===== src/design/arp_ram.sv =====
// generic single write port ram with registered read
// depends on nothing
module arp_ram #(
  parameter int W  = 8,
  parameter int D  = 4,
  parameter int AW = (D > 1) ? $clog2(D) : 1
) (
  input  logic          clk_i,
  input  logic          we_i,
  input  logic [AW-1:0] waddr_i,
  input  logic [W-1:0]  wdata_i,
  input  logic [AW-1:0] raddr_i,
  output logic [W-1:0]  rdata_o
);

  logic [W-1:0] mem_q [D];

  // write port and registered read port
  always_ff @(posedge clk_i) begin
    if (we_i) begin
      mem_q[waddr_i] <= wdata_i;
    end
    rdata_o <= mem_q[raddr_i];
  end

endmodule


===== config.mk =====
export PLATFORM = sky130hd
export DESIGN_NAME = arp_ram
export DESIGN_NICKNAME = d
export VERILOG_FILES = /design/src/design/arp_ram.sv
export SDC_FILE = /design/constraint.sdc
export NUM_CORES = 1
export LEC_CHECK = 0
export BUFFER_PORTS_ARGS = -buffer_cell sky130_fd_sc_hd__buf_2
export CORE_UTILIZATION = 48
export DETAILED_ROUTE_END_ITERATION = 10
export GPL_ROUTABILITY_DRIVEN = 0
export PLACE_DENSITY = 0.72
export SKIP_CTS_REPAIR_TIMING = 1
export SLEW_MARGIN = 25
export SYNTH_ARGS = -nofsm -noshare
export SYNTH_HDL_FRONTEND = slang
export SYNTH_SLANG_ARGS = --single-unit

===== constraint.sdc =====
create_clock -name clk_i -period 1.2 [get_ports clk_i]
set_clock_uncertainty 0.05 [all_clocks]
set_input_delay 0.06 -clock clk_i [delete_from_list [all_inputs] [get_ports clk_i]]
set_output_delay 0.06 -clock clk_i [all_outputs]
set_load 0.02 [all_outputs]

Word-level counts from Yosys, hierarchy flattened
Memory sizes are Yosys's and may differ from the RTL's. A register that Yosys moved wholly into a read port is not among the register bits.
Index checks and enable logic that the tools add are counted.
{"block": "totals", "ff_bits": 0, "ram_bits": 32, "inputBits": 14, "out_inout_bits": 8, "elab_cells": 3, "n_memories": 1}
{"name": "mem_q", "depth": 4, "word_bits": 8, "read_ports": 1, "rd_clocked_by_memory_dff": 1, "wr": 1, "line": "16", "text": "logic [W-1:0] mem_q [D];"}
{"block": "op_classes", "muxes": 2}
{"op": "$mux 1", "n": 2}

Logic depth before layout (Yosys ltp)
Gate-level depths: netlist of the first run.
{"block": "logic_depth", "depth_word": 2, "depth_mapped": 2, "mapped_depth_nobuf": 1}

Least setup slack after synthesis of the first run
Ideal clock, no wire load.
{"block": "synth_timing", "path_type": "input -> register", "startpoint": "input port waddr_i[0]", "endpoint": "memory mem_q[0][0] (enable)", "setup_time_ns": 0.385, "t_arrival_ns": 0.739, "required_time_ns": 0.765, "path_slack_ns": 0.026, "cell_stages": 1, "path_buffers": 0, "cell_sequence": "nor3b_1"}
{"element": "from (decl)", "line": "10", "text": "input logic [AW-1:0] waddr_i,"}
{"element": "to (decl)", "line": "16"}
Straight into the memory's write port.

Final worst setup path of the first run
{"block": "layout_timing", "startpoint": "memory mem_q[3][0]", "endpoint": "register rdata_o[0] (read register of mem_q)"}
{"element": "to (decl)", "line": "13", "text": "output logic [W-1:0] rdata_o"}
No word-level cell between the ends.

==> flow_summary_export.csv, run 1 <==
group,metric,value,unit
status,status,"complete, no violations",
worst_hold_path,holdPathStages,2,
global_route,grt_usage,15.8,%
cts,cts-root-buf,"clkbuf_4",
floorplan,fp-row-count,18,
detailed_routing,vias,633,
worst_setup_path,crit_path_cell_trace,"mux4_2",
logic_synthesis,syn_inst,54,
worst_setup_path,critPathTopFamily,"multiplexers",
sta,relSlewSlack,74.8,%
detailed_routing,via_per_inst,5.15,
power,p_int,1.96,mW
sta,worst_slew_pin_slew,0.377,ns
cts,clock-sinks,40,
worst_setup_path,r2r_setup_slack,0.18,ns
sta,grt_setup_unrepaired,"false",
detailed_routing,route.detailed.drc,0,
detailed_routing,top_layer,"met4",
worst_setup_path,slowest_delay,0.47,ns
cts,cts_tree,"yes",
power,pwr-share-comb,8.0,%
final_layout,utilization,64.1,%
logic_synthesis,ys_ff_latch,40,
worst_setup_path,critPathKind,"register to register",
detailed_routing,post_drt_wl_per_cell,15.5,µm
cts,cts.reportedPaths.clkPinSlew,0.11,ns
power,powerDensity,1500,nW/µm²
placed_design,port_buffers,21,
worst_setup_path,crit_fanout,1,
final_layout,layout_common_cells,"edfxtp_1, buf_2, mux4_2, dlygate4sd3_1, dfxtp_1",
detailed_routing,drtIter0Drc,7,
floorplan,dieArea,3030,µm²
worst_setup_path,r2r_cells,1,
global_route,overflow,0,
global_route,grt_max_degree,13,
worst_setup_path,r2r_start,"mem_q[3][0]",
sta,finalCriticalPeriod,1.02,ns
power,p_switching,0.520,mW
floorplan,ios,22,
detailed_routing,wl_met1,763,µm
sta,fmax,983,MHz
worst_setup_path,cp.depth,1,
global_route,grt_pass1_wl,2820,µm
worst_setup_path,startpoint_type,"register",
logic_synthesis,yosys_warnings,0,
global_route,grt_pass1_vias,619,
sta,finalSetupTns,0,ns
logic_synthesis,synth_top_cell_area_share,71.2,%
sta,setup_viol,0,
placed_design,hpwlAfterDp,1220,µm
floorplan,die_x,55.0,µm
floorplan,die_y,55.0,µm
sta,finalMaxSlewViolations,0,
cts,cts.path.max_buffers,2,
logic_synthesis,yosys.area.top_type,"edfxtp_1",
worst_setup_path,arrival,1.20,ns
detailed_routing,detail-route-antenna-nets,0,
logic_synthesis,syn_avg_cell_area,25.0,µm²
final_layout,drive_gt1_share,44.1,%
worst_hold_path,hold_path.class,"input pin to register",
sta,fin_crit_sh,84.7,%
floorplan,start_util,52.5,%
logic_synthesis,synth_area,1350,µm²
worst_setup_path,cp.required,1.38,ns
detailed_routing,wl_met3,141,µm
global_route,antenna_found_initial,0,
power,swShare,21.0,%
worst_setup_path,crit_path_start,"mem_q[3][0]",
cts,htree_levels,2,
final_layout,mostFrequentLayoutCell,"edfxtp_1",
flow_run,maxCapViolCount,0,
worst_setup_path,crit_buf_inv,0,
worst_hold_path,worstHoldStart,"raddr_i[1]",
sta,hold_viol,0,
power,power,2.48,mW
worst_setup_path,cpMaxStageDelayCell,"mux4_2",
logic_synthesis,seq_area_frac_synth,83.1,%
power,seqPwrFrac,64.4,%
detailed_routing,dr.pass1.iters,3,
cts,clk_latency,0.34,ns
logic_synthesis,ys_top_cells_by_area,"edfxtp_1, mux4_2, dfxtp_1, and3b_1, buf_6",
logic_synthesis,synthDistinctLibCells,8,
logic_synthesis,syn_nets,68,
power,irDropWorstVdd,1.03,mV
final_layout,antenna_cells,0,
cts,cts_buffers,5,
final_layout,area_delta_synth_final,22.1,%
detailed_routing,wl_met2,961,µm
worst_setup_path,end_kind,"register",
power,clkPwrFrac,27.6,%
power,p_leak,0.609,nW
detailed_routing,drt_wl_total,1910,µm
final_layout,nets,106,
floorplan,core,2570,µm²
## cell type report
type	instances	area [µm²]
repair buffers	33	215
clock buffers	6	51.3
flip-flops and latches	40	1120
fillers	197	921
clock inverters	2	10.0
well taps	30	37.5
multi-input cells	12	211
## routing by layer
layer	vias to the layer above	global-route usage, %
li1	302	-
met3	6	9.02
met4	0	10.0
met1	301	17.8
met2	24	22.9
met5	-	0
## registers in the layout, summed over array words and instances, names as in the netlist
register,count
mem_q,32
rdata_o,8
## per-stage QoR
stage	setup WS (ns)	instances	hold slack, ns	area [µm²]
final	0.183	123	0.0901	1650
after global routing	0.154	123	0.0709	1650
after detailed placement	0.123	107	0.232	1510
after global placement	0.143	107	0.223	1510
after CTS	0.174	115	-0.142	1570
after floorplan	0.0259	54	0.109	1350
## power by group through the flow
stage	Clock [mW]	Combinational, mW	Sequential (mW)
floorplan	0	0.0715	1.66
global placement	0	0.176	1.63
detailed placement	0	0.182	1.63
CTS	0.708	0.182	1.60
global route	0.768	0.215	1.61
finish	0.683	0.198	1.60
## cells in the mapped netlist (all sizes together)
library cell,number
edfxtp,32
dfxtp,8
mux4,8
and3b,2
and3,1
buf,1
clkbuf,1
nor3b,1
## cell families after synthesis
group / synth area share (%)
multiplexers: 13.4
AND/OR/NAND/NOR: 2.32
buffers and inverters: 1.21
flip-flops: 83.1
## final timing paths
check	endpoint
worst min-delay path	rdata_o[1]
worst max register to register	rdata_o[0]
worst min register to register	rdata_o[1]
worst max-delay path	rdata_o[0]
(Power assumes the default switching activity.)
==> run 2, diff against run 1 <==
--- a/config.mk
+++ b/config.mk
@@ -6,10 +6,10 @@
 export NUM_CORES = 1
 export LEC_CHECK = 0
 export BUFFER_PORTS_ARGS = -buffer_cell sky130_fd_sc_hd__buf_2
-export CORE_UTILIZATION = 48
+export CORE_UTILIZATION = 53
 export DETAILED_ROUTE_END_ITERATION = 10
 export GPL_ROUTABILITY_DRIVEN = 0
-export PLACE_DENSITY = 0.72
+export PLACE_DENSITY = 0.76
 export SKIP_CTS_REPAIR_TIMING = 1
 export SLEW_MARGIN = 25
 export SYNTH_ARGS = -nofsm -noshare
==> constraint.sdc (replaced) <==
create_clock -name clk_i -period 1 [get_ports clk_i]
set_clock_uncertainty 0.05 [all_clocks]
set_input_delay 0.05 -clock clk_i [delete_from_list [all_inputs] [get_ports clk_i]]
set_output_delay 0.05 -clock clk_i [all_outputs]
set_load 0.02 [all_outputs]
==> run 2 against run 1 <==
  * Flip-flop and latch count unchanged
  * Combinational power up 33%
  * First-iteration DRC count down 14%
  * Fmax up 1.1%
  * Critical path type unchanged
  * Critical path depth unchanged
  * Final cell count down 0.81%
  * Design area up 3.6%
  * The run now ends with negative setup slack left
  * Count of clock-buffer cells in the layout unchanged
  * Die area down 9.1%
  * Core utilization up 10 points
  * Worst hold slack worse by 0.0055 ns
  * Register-to-register slack worse by 0.19 ns
==> flow_summary_export.csv, run 2 (synthesis results as in run 1) <==
group,metric,value,unit
power,p_switching,0.630,mW
final_layout,stdcell_count,122,
final_layout,layout_common_cells,"edfxtp_1, buf_2, mux4_2, dlygate4sd3_1, dfxtp_1",
final_layout,nets,107,
sta,fin_crit_sh,101,%
power,clkPwrFrac,27.3,%
global_route,grt_usage,17.8,%
sta,finalMaxSlewViolations,0,
sta,fmax,994,MHz
placed_design,dp.cells,106,
final_layout,mostFrequentLayoutCell,"edfxtp_1",
power,seqPwrFrac,63.9,%
global_route,grt_pass1_wl,3060,µm
cts,cts-root-buf,"clkbuf_4",
sta,setup_viol,3,
cts,clk_latency,0.35,ns
power,powerDensity,1760,nW/µm²
global_route,grt_use_met1,20.9,%
cts,cts.reportedPaths.clkPinSlew,0.11,ns
global_route,top_usage_layer,"met2",
worst_setup_path,cp.required,1.18,ns
cts,cts_buffers,5,
final_layout,drive_gt1_share,45.7,%
detailed_routing,drt_wl_total,1970,µm
placed_design,place_ws,-0.0107,ns
power,irDropWorstVdd,1.31,mV
cts,cts_tree,"yes",
worst_setup_path,critPathTopFamily,"multiplexers",
final_layout,utilization,74.3,%
floorplan,fp-row-count,17,
worst_setup_path,crit_path_cell_trace,"mux4_2",
global_route,use_met3,6.38,%
power,p_int,2.37,mW
worst_hold_path,hold_path.class,"input pin to register",
worst_setup_path,crit_buf_inv,0,
sta,grt_setup_unrepaired,"true",
global_route,grt_max_degree,13,
sta,layout_setup_ws,-0.00571,ns
worst_setup_path,end_kind,"register",
floorplan,core,2300,µm²
detailed_routing,via_per_inst,5.29,
sta,finalCriticalPeriod,1.01,ns
floorplan,ios,22,
sta,worst_slew_pin_slew,0.222,ns
detailed_routing,post_drt_wl_per_cell,16.2,µm
worst_setup_path,slowest_delay,0.46,ns
floorplan,dieArea,2750,µm²
final_layout,largest_reg_flops,32,
global_route,antenna_found_initial,0,
floorplan,start_util,58.7,%
detailed_routing,detail-route-antenna-nets,0,
final_layout,regArea,1120,µm²
detailed_routing,drtIter0Drc,6,
worst_setup_path,critPathKind,"register to register",
detailed_routing,vias,645,
sta,hold_viol,0,
worst_setup_path,startpoint_type,"register",
global_route,grt_pass1_vias,670,
worst_setup_path,arrival,1.19,ns
sta,finalSetupTns,-0.0112,ns
cts,cts.path.max_buffers,2,
power,swShare,21.0,%
final_layout,largest_registers,"mem_q x32, rdata_o x8",
worst_setup_path,cpMaxStageDelayCell,"mux4_2",
flow_run,maxCapViolCount,0,
placed_design,port_buffers,21,
status,failed_checks,"negative setup slack",
detailed_routing,dr.pass1.iters,4,
final_layout,multi_input_area,216,µm²
detailed_routing,route.detailed.drc,0,
cts,clock-sinks,40,
power,p_leak,0.629,nW
final_layout,antenna_cells,0,
power,pwr-share-comb,8.8,%
floorplan,die_x,52.4,µm
worst_setup_path,crit_fanout,1,
sta,relSlewSlack,85.2,%
final_layout,fill_cells,144,
floorplan,die_y,52.4,µm
final_layout,area_delta_synth_final,26.5,%
final_layout,regMostFlops,"mem_q",
global_route,overflow,0,
global_route,grtUsageMet2,25.7,%
cts,htree_levels,2,
status,status,"finished with violations",
-- run 2: changes by cell type in the layout (fill, tap and decap cells not counted) --
| cell | delta |
|---|---|
| nor3b_2 | +1 |
| nor3b_1 | -1 |
| buf_12 | +4 |
| buf_4 | -3 |
-- run 2: worst paths after layout --
kind / startpoint / end / slack, ns / cells after the start
max: mem_q[3][3] / rdata_o[3] / -0.006 / 1
min reg2reg: mem_q[3][1] / rdata_o[1] / 0.52 / 1
max reg2reg: mem_q[3][3] / rdata_o[3] / -0.006 / 1
min: raddr_i[1] / rdata_o[6] / 0.08 / 2
-- run 2: power by group through the flow --
stage | logic (mW) | clock network, mW | registers, mW
finish | 0.264 | 0.818 | 1.92
floorplan | 0.0865 | 0 | 1.99
global route | 0.282 | 0.907 | 1.93
global placement | 0.238 | 0 | 1.95
detailed placement | 0.243 | 0 | 1.95
CTS | 0.243 | 0.852 | 1.92
-- run 2: layout make-up --
cell class	instances	share of cell area [%]
timing repair buffer	34	16.0
multi-input combinational	12	12.7
tap	28	2.05
sequential	40	65.7
clock inverter	2	0.587
clock buffer	6	3.01
-- run 2: metal layers --
metal  share of wire, %  vias to the layer above
li1                   -                      303
met3                5.6                        9
met4                3.1                        0
met5                  0                        -
met1                 40                      308
met2                 51                       25
-- run 2: per-stage QoR --
stage	power (mW)	hold slack, ns	area [µm²]
floorplan	2.08	0.0989	1350
global placement	2.19	0.213	1570
detailed placement	2.20	0.218	1570
CTS	3.01	-0.150	1630
global route	3.12	0.0702	1710
finish	3.00	0.0846	1710
