`src/design/arp_pkg.sv`:
```
// shared types and constants for the atlas rectangle packer
// no dependencies; imported by atlas_rectangle_packer, arp_mul and the testbench
package arp_pkg;

  // field widths
  localparam int SIZE_W  = 12;  // rectangle side
  localparam int SIDE_W  = 15;  // atlas side and positions
  localparam int PAD_W   = 9;   // padding plus border duplication
  localparam int EXT_W   = 13;  // padded rectangle side
  localparam int KEY_W   = 25;  // sort key (h+p)*(w+p)
  localparam int AREA_W  = 29;  // page area and used area
  localparam int MUL_W   = 15;  // multiplier operand
  localparam int PROD_W  = 30;  // multiplier product
  localparam int CFG_W   = 15;  // configuration data
  localparam int SIDE_MAX = 16384;

  // configuration register index
  typedef enum logic [2:0] {
    CFG_PADDING    = 3'd0,
    CFG_REQ_WIDTH  = 3'd1,
    CFG_REQ_HEIGHT = 3'd2,
    CFG_LIM_WIDTH  = 3'd3,
    CFG_LIM_HEIGHT = 3'd4,
    CFG_ROUND_POW2 = 3'd5,
    CFG_SQUARE     = 3'd6,
    CFG_DUP_BORDER = 3'd7
  } cfg_reg_e;

  // result status code
  typedef enum logic [1:0] {
    STATUS_OK    = 2'd0,
    STATUS_EMPTY = 2'd1,
    STATUS_LIMIT = 2'd2,
    STATUS_FULL  = 2'd3
  } status_e;

  // sequencer states
  typedef enum logic [5:0] {
    S_IDLE,
    S_KEY_RD, S_KEY_MUL, S_KEY_WR,
    S_SIZE, S_POW, S_SQCHK, S_PAREA, S_PAREA_LAT,
    S_RK_IRD, S_RK_ILAT, S_RK_JRD, S_RK_JCMP, S_RK_WR,
    S_PL_ORD, S_PL_SIZE, S_PL_MUL, S_PL_AREA,
    S_PG_CHK, S_PG_TST, S_C_CHK, S_C_TST, S_K_CHK, S_K_TST,
    S_NEWPG, S_COMMIT, S_CN2, S_CN3,
    S_OUT_RD, S_OUT_SHOW, S_OUT_WAIT, S_ERR_WAIT
  } state_e;

endpackage

```
`src/design/arp_mul.sv`:
```
// shared multiplier with registered product
// depends on arp_pkg for operand widths
module arp_mul import arp_pkg::*; (
  input  logic              clk_i,
  input  logic [MUL_W-1:0]  a_i,
  input  logic [MUL_W-1:0]  b_i,
  output logic [PROD_W-1:0] p_o
);

  // product appears in the cycle after the operands
  always_ff @(posedge clk_i) begin
    p_o <= PROD_W'(a_i) * PROD_W'(b_i);
  end

endmodule

```
`config.mk`:
```
export PLATFORM = sky130hd
export DESIGN_NAME = arp_mul
export DESIGN_NICKNAME = d
export VERILOG_FILES = /design/src/design/arp_pkg.sv /design/src/design/arp_mul.sv
export SDC_FILE = /design/constraint.sdc
export NUM_CORES = 1
export LEC_CHECK = 0
export ABC_AREA = 1
export BUFFER_PORTS_ARGS = -buffer_cell sky130_fd_sc_hd__buf_2
export CORE_MARGIN = 2
export CORE_UTILIZATION = 53
export DETAILED_ROUTE_END_ITERATION = 12
export PLACE_DENSITY_LB_ADDON = 0.05
export REMOVE_ABC_BUFFERS = 1
export SKIP_LAST_GASP = 1
export SYNTH_ARGS = -nofsm -noshare
export SYNTH_HDL_FRONTEND = slang
export SYNTH_SLANG_ARGS = --single-unit
export TNS_END_PERCENT = 1
```
`constraint.sdc`:
```
create_clock -name clk_i -period 9.13 [get_ports clk_i]
set_clock_uncertainty 0.15 [all_clocks]
set_input_delay 0.4565 -clock clk_i [delete_from_list [all_inputs] [get_ports clk_i]]
set_output_delay 0.4565 -clock clk_i [all_outputs]
set_load 0.05 [all_outputs]
```
==> Yosys cells after proc, flatten, opt, wreduce, memory -nomap -nowiden <==
Index checks and enable logic that the tools add are counted.
{ "classes": {"n_mul": 1, "n_eq_ne": 0, "n_shift": 0, "n_addsub": 0, "magnitude_cmp": 0, "bitwise_logic": 0, "div_mod_pow": 0, "n_reduce_logical": 0, "mux": 0} }
{ "ops": {"columns": ["op", "count"], "rows": [
  ["15-bit by 15-bit multiplier with 30-bit output", 1]
]} }
{ "word_totals": {"output_inout_bits": 30, "latch_bits": 0, "register_bits": 30, "input_bits": 31, "romBits": 0, "ramBits": 0, "n_memories": 0} }

==> Depth between registers and ports, before layout <==
Gate-level depths: netlist of run 1.
{ "depth": {"word_depth": 1, "ltp_mapped": 26, "mapped_depth_nobuf": 25} }

==> Worst setup path after synthesis of run 1 <==
Ideal clock, no wire load.
{ "synth_path": {"path_kind": "input -> register", "start": "in b_i[0]", "end": "reg p_o[28]", "arrival_ns": 4.974, "path_stages": 26, "path_buffers": 1, "setup_slack_ns": 3.893, "t_required_ns": 8.867, "cell_sequence": "clkbuf_1 > nand2_1 > inv_1 > fa_1 > inv_1 > fa_1 > inv_1 > fa_1 > inv_1 > fa_1 > inv_1 > fa_1 > inv_1 > fa_1 > inv_1 > ha_1 > nand2_2 > inv_1 > nand2_1 > nand2_1 > inv_1 > nand3_2 > nand2_1 > nand3_1 > nand2_1 > nand2_1"} }
{ "synth_via": {"elab_chain_len": 1} }
{ "synth_lines": {"columns": ["item", "line", "text"], "rows": [
  ["from (decl)", "arp_mul.sv:6", "input logic [MUL_W-1:0] b_i,"],
  ["15-bit by 15-bit multiplier with 30-bit output", "arp_mul.sv:12", "p_o <= PROD_W'(a_i) * PROD_W'(b_i);"],
  ["to (signal assigned)", "arp_mul.sv:12", null],
  ["to (decl)", "arp_mul.sv:7", "output logic [PROD_W-1:0] p_o"]
]} }
Every way passes these cells.

==> Worst setup path in the final report of run 1 <==
{ "layout_path": {"start": "in a_i[10]", "end": "reg p_o[28]"} }
{ "layout_via": {"elab_chain_len": 1} }
{ "layout_lines": {"columns": ["item", "line", "text"], "rows": [
  ["from (decl)", "arp_mul.sv:5", "input logic [MUL_W-1:0] a_i,"],
  ["15-bit by 15-bit multiplier with 30-bit output", "arp_mul.sv:12", null]
]} }
Every way passes these cells.

==> metrics.yaml, run 1 <==
hold_violations: 0
cts_buffer_depth: 2
routed_wl_mm: 20.32
grt_pass1_wl_mm: 35.58
period_share: 0.5906
ys_types: 26
max_freq_mhz: 185.4
cts_hold_buf: 0
hp-class: "in2reg"
critPathMaxFanout: 15
n_antenna_cell: 0
area_growth_pct: 6.864
crit_required_ns: 9.16
largest_reg_flops: 30
syn_area_sq_um: 8950
rsz0062_at_grt: "no"
setup_violations: 0
rows: 47
ios: 61
die_area_sq_um: 17940
hpwl_mm: 17.55
core-area_sq_um: 16520
synth_seq_cells: 30
drc: 0
place.gp.congestion: 0.8929
cts.clk_slew.worst_paths_ns: 0.05
synth_edf_count: 0
grt_max_degree: 16
drive_gt1_frac: 0.07463
whs_ns: 0.3951
end_kind: "flop"
max_cap_violations: 0
grt-ovfl-total: 0
ys_async_sr_fraction: 0
top_usage_layer: "met2"
arrival_ns: 5.42
grt_usage: 0.2470
clock-sinks: 30
fin_crit_ns: 5.392
syn_avg_cell_area_sq_um: 7.247
start_util: 0.5416
cp-start-kind: "primary input"
post-synth-top-count-cell: "inv_1"
cts_root_buffer: "clkbuf_16"
cts_max_level: 2
grt_use_met1: 0.3549
use_met2: 0.4168
grt_pass1_vias: 7412
relSlewSlack: 0.7398
ys_seq_area_frac: 0.06710
synth_top_area_share: 0.3735
antenna_found_initial: 0
synth_area_leaders: "fa_1 (37%), inv_1 (17%), nand2_1 (16%)"
die_y_um: 133.9
top_regs: "p_o x30"
synth_area_leader_cell: "fa_1"
synth_cells: 1235
use_met3: 0.02381
ys.flop_type: "dfxtp_1"
fin_tns_setup_ns: 0
drtIter0Drc: 297
tritoncts: "done"
post_drt_wl_per_cell_um: 13.61
die-width_um: 133.9
final_antenna_net_count: 0
slew_violations: 0
io_buffers: 60
post_cts_buffers: 0
ctsResizeCount: 0
vias: 7066
cts_buffers: 5
outcome: "finished, final reports clean"
fin_nets: 1564
ys_warn_count: 0
regMostFlops: "p_o"
ys_top_cells_by_count: "inv_1 (414), nand2_1 (381), fa_1 (167), ha_1 (94)"
path_class: "in2reg"
drt-pass1-iter-count: 5
tightest_slew_ns: 0.3903
routed_via_density: 4.733
[through the flow]
step / utilization / cell area [sq um] / setup WS [ns] / instances
after detailed placement: 0.5696 / 9413 / 3.466 / 1485
after CTS: 0.5788 / 9564 / 3.720 / 1493
after floorplan: - / 8837 / 4.107 / 1205
after global routing: 0.5788 / 9564 / 3.389 / 1493
final: 0.5788 / 9564 / 3.738 / 1493
after global placement: 0.5696 / 9413 / 3.408 / 1485
[cell families after synthesis]
family	Yosys count	synth area share
simple gates	462	0.2125
flops	30	0.06711
buf+inv	444	0.1862
compound gates	20	0.01160
fa+ha+maj	261	0.5050
xor+xnor	18	0.01761
[layout by cell type, fill, tap and decap left out, drive strengths merged]
| cell type | instances |
|---|---|
| a21oi | 15 |
| and2 | 3 |
| and3 | 1 |
| buf | 60 |
| clkbuf | 6 |
| clkinv | 1 |
| clkinvlp | 1 |
| dfxtp | 30 |
| fa | 167 |
| ha | 94 |
| inv | 414 |
| nand2 | 391 |
| nand3 | 26 |
| nand4 | 10 |
| nor2 | 28 |
| nor3 | 2 |
| o21ai | 3 |
| o21bai | 1 |
| o22ai | 1 |
| or2 | 1 |
| xnor2 | 5 |
| xor2 | 13 |
[cell type report]
type                            count  area [sq um]
Tap cell                          220         275.3
Fill cell                        1624          6960
Timing Repair Buffer               60         300.3
Sequential cell                    30         600.6
Clock buffer                        6         138.9
Inverter                          414          1554
Clock inverter                      2         12.51
Multi-Input combinational cell    761          6683
[critical path: stages]
cell	delay, ns
buf_2	0.21
nand2_1	0.09
inv_1	0.05
fa_1	0.54
inv_1	0.06
fa_1	0.52
inv_1	0.05
fa_1	0.50
inv_1	0.05
fa_1	0.55
inv_1	0.05
fa_1	0.49
inv_1	0.06
fa_1	0.48
inv_1	0.05
ha_1	0.38
nand2_2	0.14
inv_1	0.05
nand2_1	0.05
nand2_1	0.07
inv_1	0.07
nand3_2	0.13
nand2_1	0.12
nand3_1	0.08
nand2_1	0.06
nand2_1	0.05
[worst paths after layout]
path / to / cells after the start / start
min: p_o[0] / 3 / b_i[0]
max: p_o[28] / 26 / a_i[10]
[metal layers]
layer | part of all wire | wire length (um) | vias to the layer above
met5 | 0 | 0 | -
met1 | 0.47 | 9603 | 3371
met4 | 0.011 | 218 | 0
met3 | 0.048 | 977 | 22
met2 | 0.47 | 9515 | 162
li1 | - | - | 3511
Power of run 1 is left out: the tool's default activity adds up to more than one toggle a clock period on the data nets, which glitch-free logic cannot reach.
==> run 2, diff against run 1 <==
==> constraint.sdc (replaced) <==
create_clock -name clk_i -period 4.9 [get_ports clk_i]
set_clock_uncertainty 0.15 [all_clocks]
set_input_delay 0.245 -clock clk_i [delete_from_list [all_inputs] [get_ports clk_i]]
set_output_delay 0.245 -clock clk_i [all_outputs]
set_load 0.05 [all_outputs]
==> metrics.yaml, run 2 (synthesis results as in run 1) <==
outcome: "finished, final reports clean"
cts_buffer_depth: 2  # unchanged
cts.clk_slew.worst_paths_ns: 0.05  # about the same
pre_cts_slack_ns: -0.3593  # -3.825 ns
fin_crit_ns: 4.883
tritoncts: "done"
layout_commonest_cell: "inv_1"
regMostFlops: "p_o"
hold_violations: 0  # unchanged
largest_reg_flops: 30  # unchanged
period_share: 0.9965
end_kind: "flop"
clock-sinks: 30  # unchanged
grt_pass1_wl_mm: 35.98  # +1.1%
routed_via_density: 4.675  # -1.2%
final_cell_area_sq_um: 10340  # +8.1%
critPathMaxFanout: 8  # -7
final_cell_mix: "inv_1 (412), nand2_1 (373), fa_1 (165), ha_1 (88), buf_4 (84)"
worstPathCellList: "clkbuf_4 > nand2_1 > inv_1 > fa_1 > inv_1 > fa_1 > inv_1 > fa_1 > inv_1 > fa_1 > inv_1 > fa_1 > inv_1 > fa_1 > inv_2 > ha_4 > nand2_4 > nor2_2 > nand3_1 > nand2_2 > nand3_1 > nand2_1 > xor2_1"
max_freq_mhz: 204.8
place.gp.congestion: 0.8741  # -2.1%
fin_nets: 1644  # +5.1%
routed_wl_mm: 20.79  # +2.3%
min_to: "p_o[0]"
slew_violations: 0  # unchanged
die-width_um: 133.9  # unchanged
tightest_slew_ns: 0.2650  # -0.1253 ns
arrival_ns: 4.94  # -0.48 ns
utilization: 0.6257  # +0.04687
slowest_stage: "fa_1"
die_area_sq_um: 17940  # unchanged
cts_max_level: 2  # unchanged
cts_buffers: 5  # unchanged
max_cap_violations: 0  # unchanged
drive_gt1_frac: 0.1471  # +0.07245
hpwl_mm: 18.81  # +7.1%
hp-class: "in2reg"
cp-start-kind: "primary input"
worst_slack_ns: 0.01728  # -3.720 ns
hold_path_depth: 4  # +1
setup_violations: 0  # unchanged
relSlewSlack: 0.8245  # +0.08474
rows: 47  # unchanged
rsz0062_at_grt: "yes"
fin_tns_setup_ns: 0  # unchanged
start_util: 0.5416  # unchanged
die_y_um: 133.9  # unchanged
crit_buf_inv: 8  # -2
drt-pass1-iter-count: 5  # unchanged
cp.depth: 23  # -12%
cts_root_buffer: "clkbuf_16"
antenna_found_initial: 2  # +2
crit_required_ns: 4.96  # -4.20 ns
multi_input_area_sq_um: 6837  # +2.3%
path_class: "in2reg"
regArea_sq_um: 600.6  # unchanged
cpLargestDelayFamily: "adder cells"
grt_max_degree: 13  # -3
drc: 0  # unchanged
placed_cell_area_sq_um: 9998  # +6.2%
area_growth_pct: 15.52
post_drt_wl_per_cell_um: 13.21  # -2.9%
grt-ovfl-total: 0  # unchanged
slowest_delay_ns: 0.53  # -0.02 ns
grt_pass1_vias: 7467  # +0.74%
fillers: 1581  # -2.6%
io_buffers: 60  # unchanged
vias: 7359  # +4.1%
final_antenna_net_count: 0  # unchanged
startpoint: "a_i[10]"
drtIter0Drc: 355  # +20%
core-area_sq_um: 16520  # unchanged
min-delay-start: "b_i[0]"
top_regs: "p_o x30"
grt_usage: 0.2488  # +0.001829
ios: 61  # unchanged
-- run 2: cell types whose count changed in the layout (fill, tap and decap cells not counted), moves of 3 or more --
cell	previous run	this run
nand2_1	381	373
nand2_2	10	14
nand2_4	0	4
ha_1	94	88
buf_2	60	53
buf_4	0	84
ha_4	0	5
clkbuf_4	0	3
-- run 2: per-stage QoR --
stage / instances / hold WS, ns
final: 1574 / 0.2815
after global routing: 1573 / 0.3318
after CTS: 1573 / 0.2896
after detailed placement: 1563 / 0.5656
after global placement: 1563 / 0.5637
after floorplan: 1205 / 0.1885
-- run 2: timing repair --
| action | CTS | global route |
|---|---|---|
| buffers inserted | 2 | 0 |
| gates resized for setup | 9 | 36 |
| endpoints found under the setup margin | 17 | 20 |
| pin swaps | 2 | 6 |
| hold buffers | 0 | 0 |
-- run 2: final cells by class --
cell class              instances  share of cell area
flip-flops and latches         30             0.05809
multi-input cells             761              0.6613
well taps                     220             0.02662
clock buffers                   6             0.01343
diodes                          1           0.0002420
inverters                     414              0.1503
clock inverters                 2            0.001210
repair buffers                140             0.08883
-- run 2: per-layer routing --
metal / global-route usage / vias up / part of all wire
met1: 0.3637 / 3534 / 0.47
met4: 0.03605 / 2 / 0.012
met3: 0.02381 / 21 / 0.042
met5: 0 / - / 0.00067
met2: 0.4137 / 131 / 0.47
li1: - / 3671 / -
-- run 2: how the worst max path moves through the flow --
stage / end / slack, ns
2_1_floorplan: p_o[28] / 0.09
5_1_grt: p_o[19] / -0.24
4_1_cts: p_o[22] / -0.02
6_report: p_o[19] / 0.02
3_5_place_dp: p_o[28] / -0.36
3_3_place_gp: p_o[20] / -0.34
-- run 2: tightest hold or removal path: stages --
cell and delay, ns:
buf_2 0.14, buf_4 0.18, nand2_1 0.07, inv_1 0.03
Power of run 2 is left out for the same reason.
==> run 3, diff against run 2 <==
--- a/config.mk
+++ b/config.mk
@@ -5,7 +5,6 @@
 export SDC_FILE = /design/constraint.sdc
 export NUM_CORES = 1
 export LEC_CHECK = 0
-export ABC_AREA = 1
 export BUFFER_PORTS_ARGS = -buffer_cell sky130_fd_sc_hd__buf_2
 export CORE_MARGIN = 2
 export CORE_UTILIZATION = 53
==> metrics.yaml, run 3 <==
outcome: "finished with violations"
violations: "negative setup slack"
cts_buffer_depth: 2  # unchanged
final_antenna_net_count: 0  # unchanged
utilization: 0.6636  # +0.03797
hp-class: "in2reg"
synth_compound_area_frac: 0.06609  # +0.05448
syn_area_sq_um: 8217  # -8.2%
ys_seq_area_frac: 0.07309  # +0.005988
grt-ovfl-total: 0  # unchanged
hold_violations: 0  # unchanged
ys_types: 48  # +85%
cts_max_level: 2  # unchanged
synthSimpleGateAreaFrac: 0.1782  # -0.03433
routed_via_density: 5.150  # +10%
final_cells: 1257  # -20%
post_drt_wl_per_cell_um: 16.02  # +21%
area_growth_pct: 22.78
hpwl_mm: 17.67  # -6.0%
fin_tns_setup_ns: -6.362  # -6.362 ns
n_antenna_cell: 0  # -1
relSlewSlack: 0.7173  # -0.1072
grt_pass1_vias: 7300  # -2.2%
drtIter0Drc: 227  # -36%
final_cell_mix: "inv_1 (192), fa_1 (166), and2_1 (127), buf_4 (123), nand2_1 (100)"
max_freq_mhz: 186.0  # -9.2%
syn_avg_cell_area_sq_um: 9.059  # +25%
ys.flop_type: "dfxtp_1"
min-delay-start: "b_i[0]"
post-synth-top-count-cell: "inv_1"
cts_buffers: 5  # unchanged
cts.clk_slew.worst_paths_ns: 0.06  # about the same
place.gp.congestion: 0.8914  # +2.0%
synth_fa_ha_area_frac: 0.5500  # +0.04506
ys_top_cells_by_count: "inv_1 (200), fa_1 (167), and2_1 (140), nand2_1 (102), ha_1 (94)"
worst_slack_ns: -0.4769  # -0.4942 ns
max_cap_violations: 0  # unchanged
arrival_ns: 5.39  # +0.45 ns
synth_top_family_by_area: "adder cells"
ys_warn_count: 0  # unchanged
critPathMaxFanout: 5  # -3
ios: 61  # unchanged
synth_area_leader_cell: "fa_1"
fin_crit_ns: 5.377  # +0.4942 ns
rows: 45  # -4.3%
multi_input_area_sq_um: 6977  # +2.0%
fin_nets: 1360  # -17%
dp_cells: 1242  # -21%
io_buffers: 60  # unchanged
ys_async_sr_fraction: 0  # unchanged
routed_wl_mm: 20.13  # -3.2%
die_area_sq_um: 16510  # -8.0%
clock-sinks: 30  # unchanged
startpoint: "a_i[8]"
regMostFlops: "p_o"
cts_root_buffer: "clkbuf_16"
slew_violations: 0  # unchanged
regArea_sq_um: 600.6  # unchanged
synth_edf_count: 0  # unchanged
largest_reg_flops: 30  # unchanged
setup_violations: 18  # +18
drt-pass1-iter-count: 4  # -1
die_y_um: 128.5  # -4.1%
hold_path_depth: 3  # -1
grt_pass1_wl_mm: 34.18  # -5.0%
end_kind: "flop"
synth_top_area_share: 0.4069  # +0.03333
fillers: 1287  # -19%
synth_area_leaders: "fa_1 (41%), ha_1 (14%), and2_1 (11%)"
antenna_found_initial: 0  # -2
layout_commonest_cell: "inv_1"
start_util: 0.5405  # -0.001113
drc: 0  # unchanged
grt_max_degree: 15  # +2
cp-start-kind: "primary input"
synth_cells: 907  # -27%
rsz0062_at_grt: "yes"
grt_usage: 0.2609  # +0.01208
path_class: "in2reg"
die-width_um: 128.5  # -4.1%
synth_mux_area_frac: 0  # unchanged
period_share: 1.097  # +0.1009
crit_required_ns: 4.91  # -0.05 ns
top_regs: "p_o x30"
tightest_slew_ns: 0.4196  # +0.1545 ns
core-area_sq_um: 15200  # -8.0%
drive_gt1_frac: 0.2329  # +0.08585
synth_xor_area_frac: 0.02558  # +0.007967
synth_seq_cells: 30  # unchanged
tritoncts: "done"
vias: 6473  # -12%
run 3: critical path, stage by stage:
cell	delay [ns]
buf_8	0.11
buf_6	0.11
and2_4	0.15
fa_1	0.55
inv_2	0.05
fa_1	0.54
inv_1	0.05
fa_1	0.49
fa_1	0.43
fa_1	0.55
inv_2	0.04
fa_1	0.51
inv_2	0.05
ha_4	0.26
buf_6	0.10
o211ai_1	0.10
nor2_2	0.23
nand4b_1	0.23
a211oi_4	0.32
nor2_1	0.11
xnor2_1	0.14
run 3: kinds of logic after synthesis:
kind of cell	Yosys count
AND/OR/NAND/NOR	280
buffers and inverters	234
XOR/XNOR	24
AO/OA/AOI/OAI	78
flip-flops	30
adder cells (fa/ha/maj)	261
run 3: per-stage QoR:
step,hold slack [ns],cell area (sq um),setup WS (ns)
floorplan,0.2167,8088,-0.6217
global placement,0.5637,9544,-0.9480
detailed placement,0.5636,9544,-1.040
CTS,0.2599,10080,-0.4710
global route,0.2800,10090,-0.6599
finish,0.2561,10090,-0.4769
run 3: per-layer routing:
metal | track usage | vias up | share of wire
met3 | 0.02744 | 25 | 0.040
met1 | 0.3287 | 3261 | 0.41
li1 | - | 3054 | -
met5 | 0 | - | 0
met4 | 0.04668 | 0 | 0.015
met2 | 0.4909 | 133 | 0.54
run 3: worst paths after layout:
kind	end	slack [ns]
hold / removal	p_o[0]	0.26
setup / recovery	p_o[25]	-0.48
run 3: timing repair:
item | CTS | global route
hold buffers | 0 | 0
gates resized for setup | 77 | 2
cloned | 0 | 0
pin swaps | 46 | 15
endpoints found under the setup margin | 18 | 19
setup buffers | 6 | 1
run 3: cell type report:
class	instances	area share
timing repair buffer	188	0.1343
multi-input combinational	643	0.6916
clock inverter	3	0.004465
sequential	30	0.05953
tap	188	0.02332
inverter	200	0.07441
clock buffer	5	0.01240
Power of run 3 is left out for the same reason.
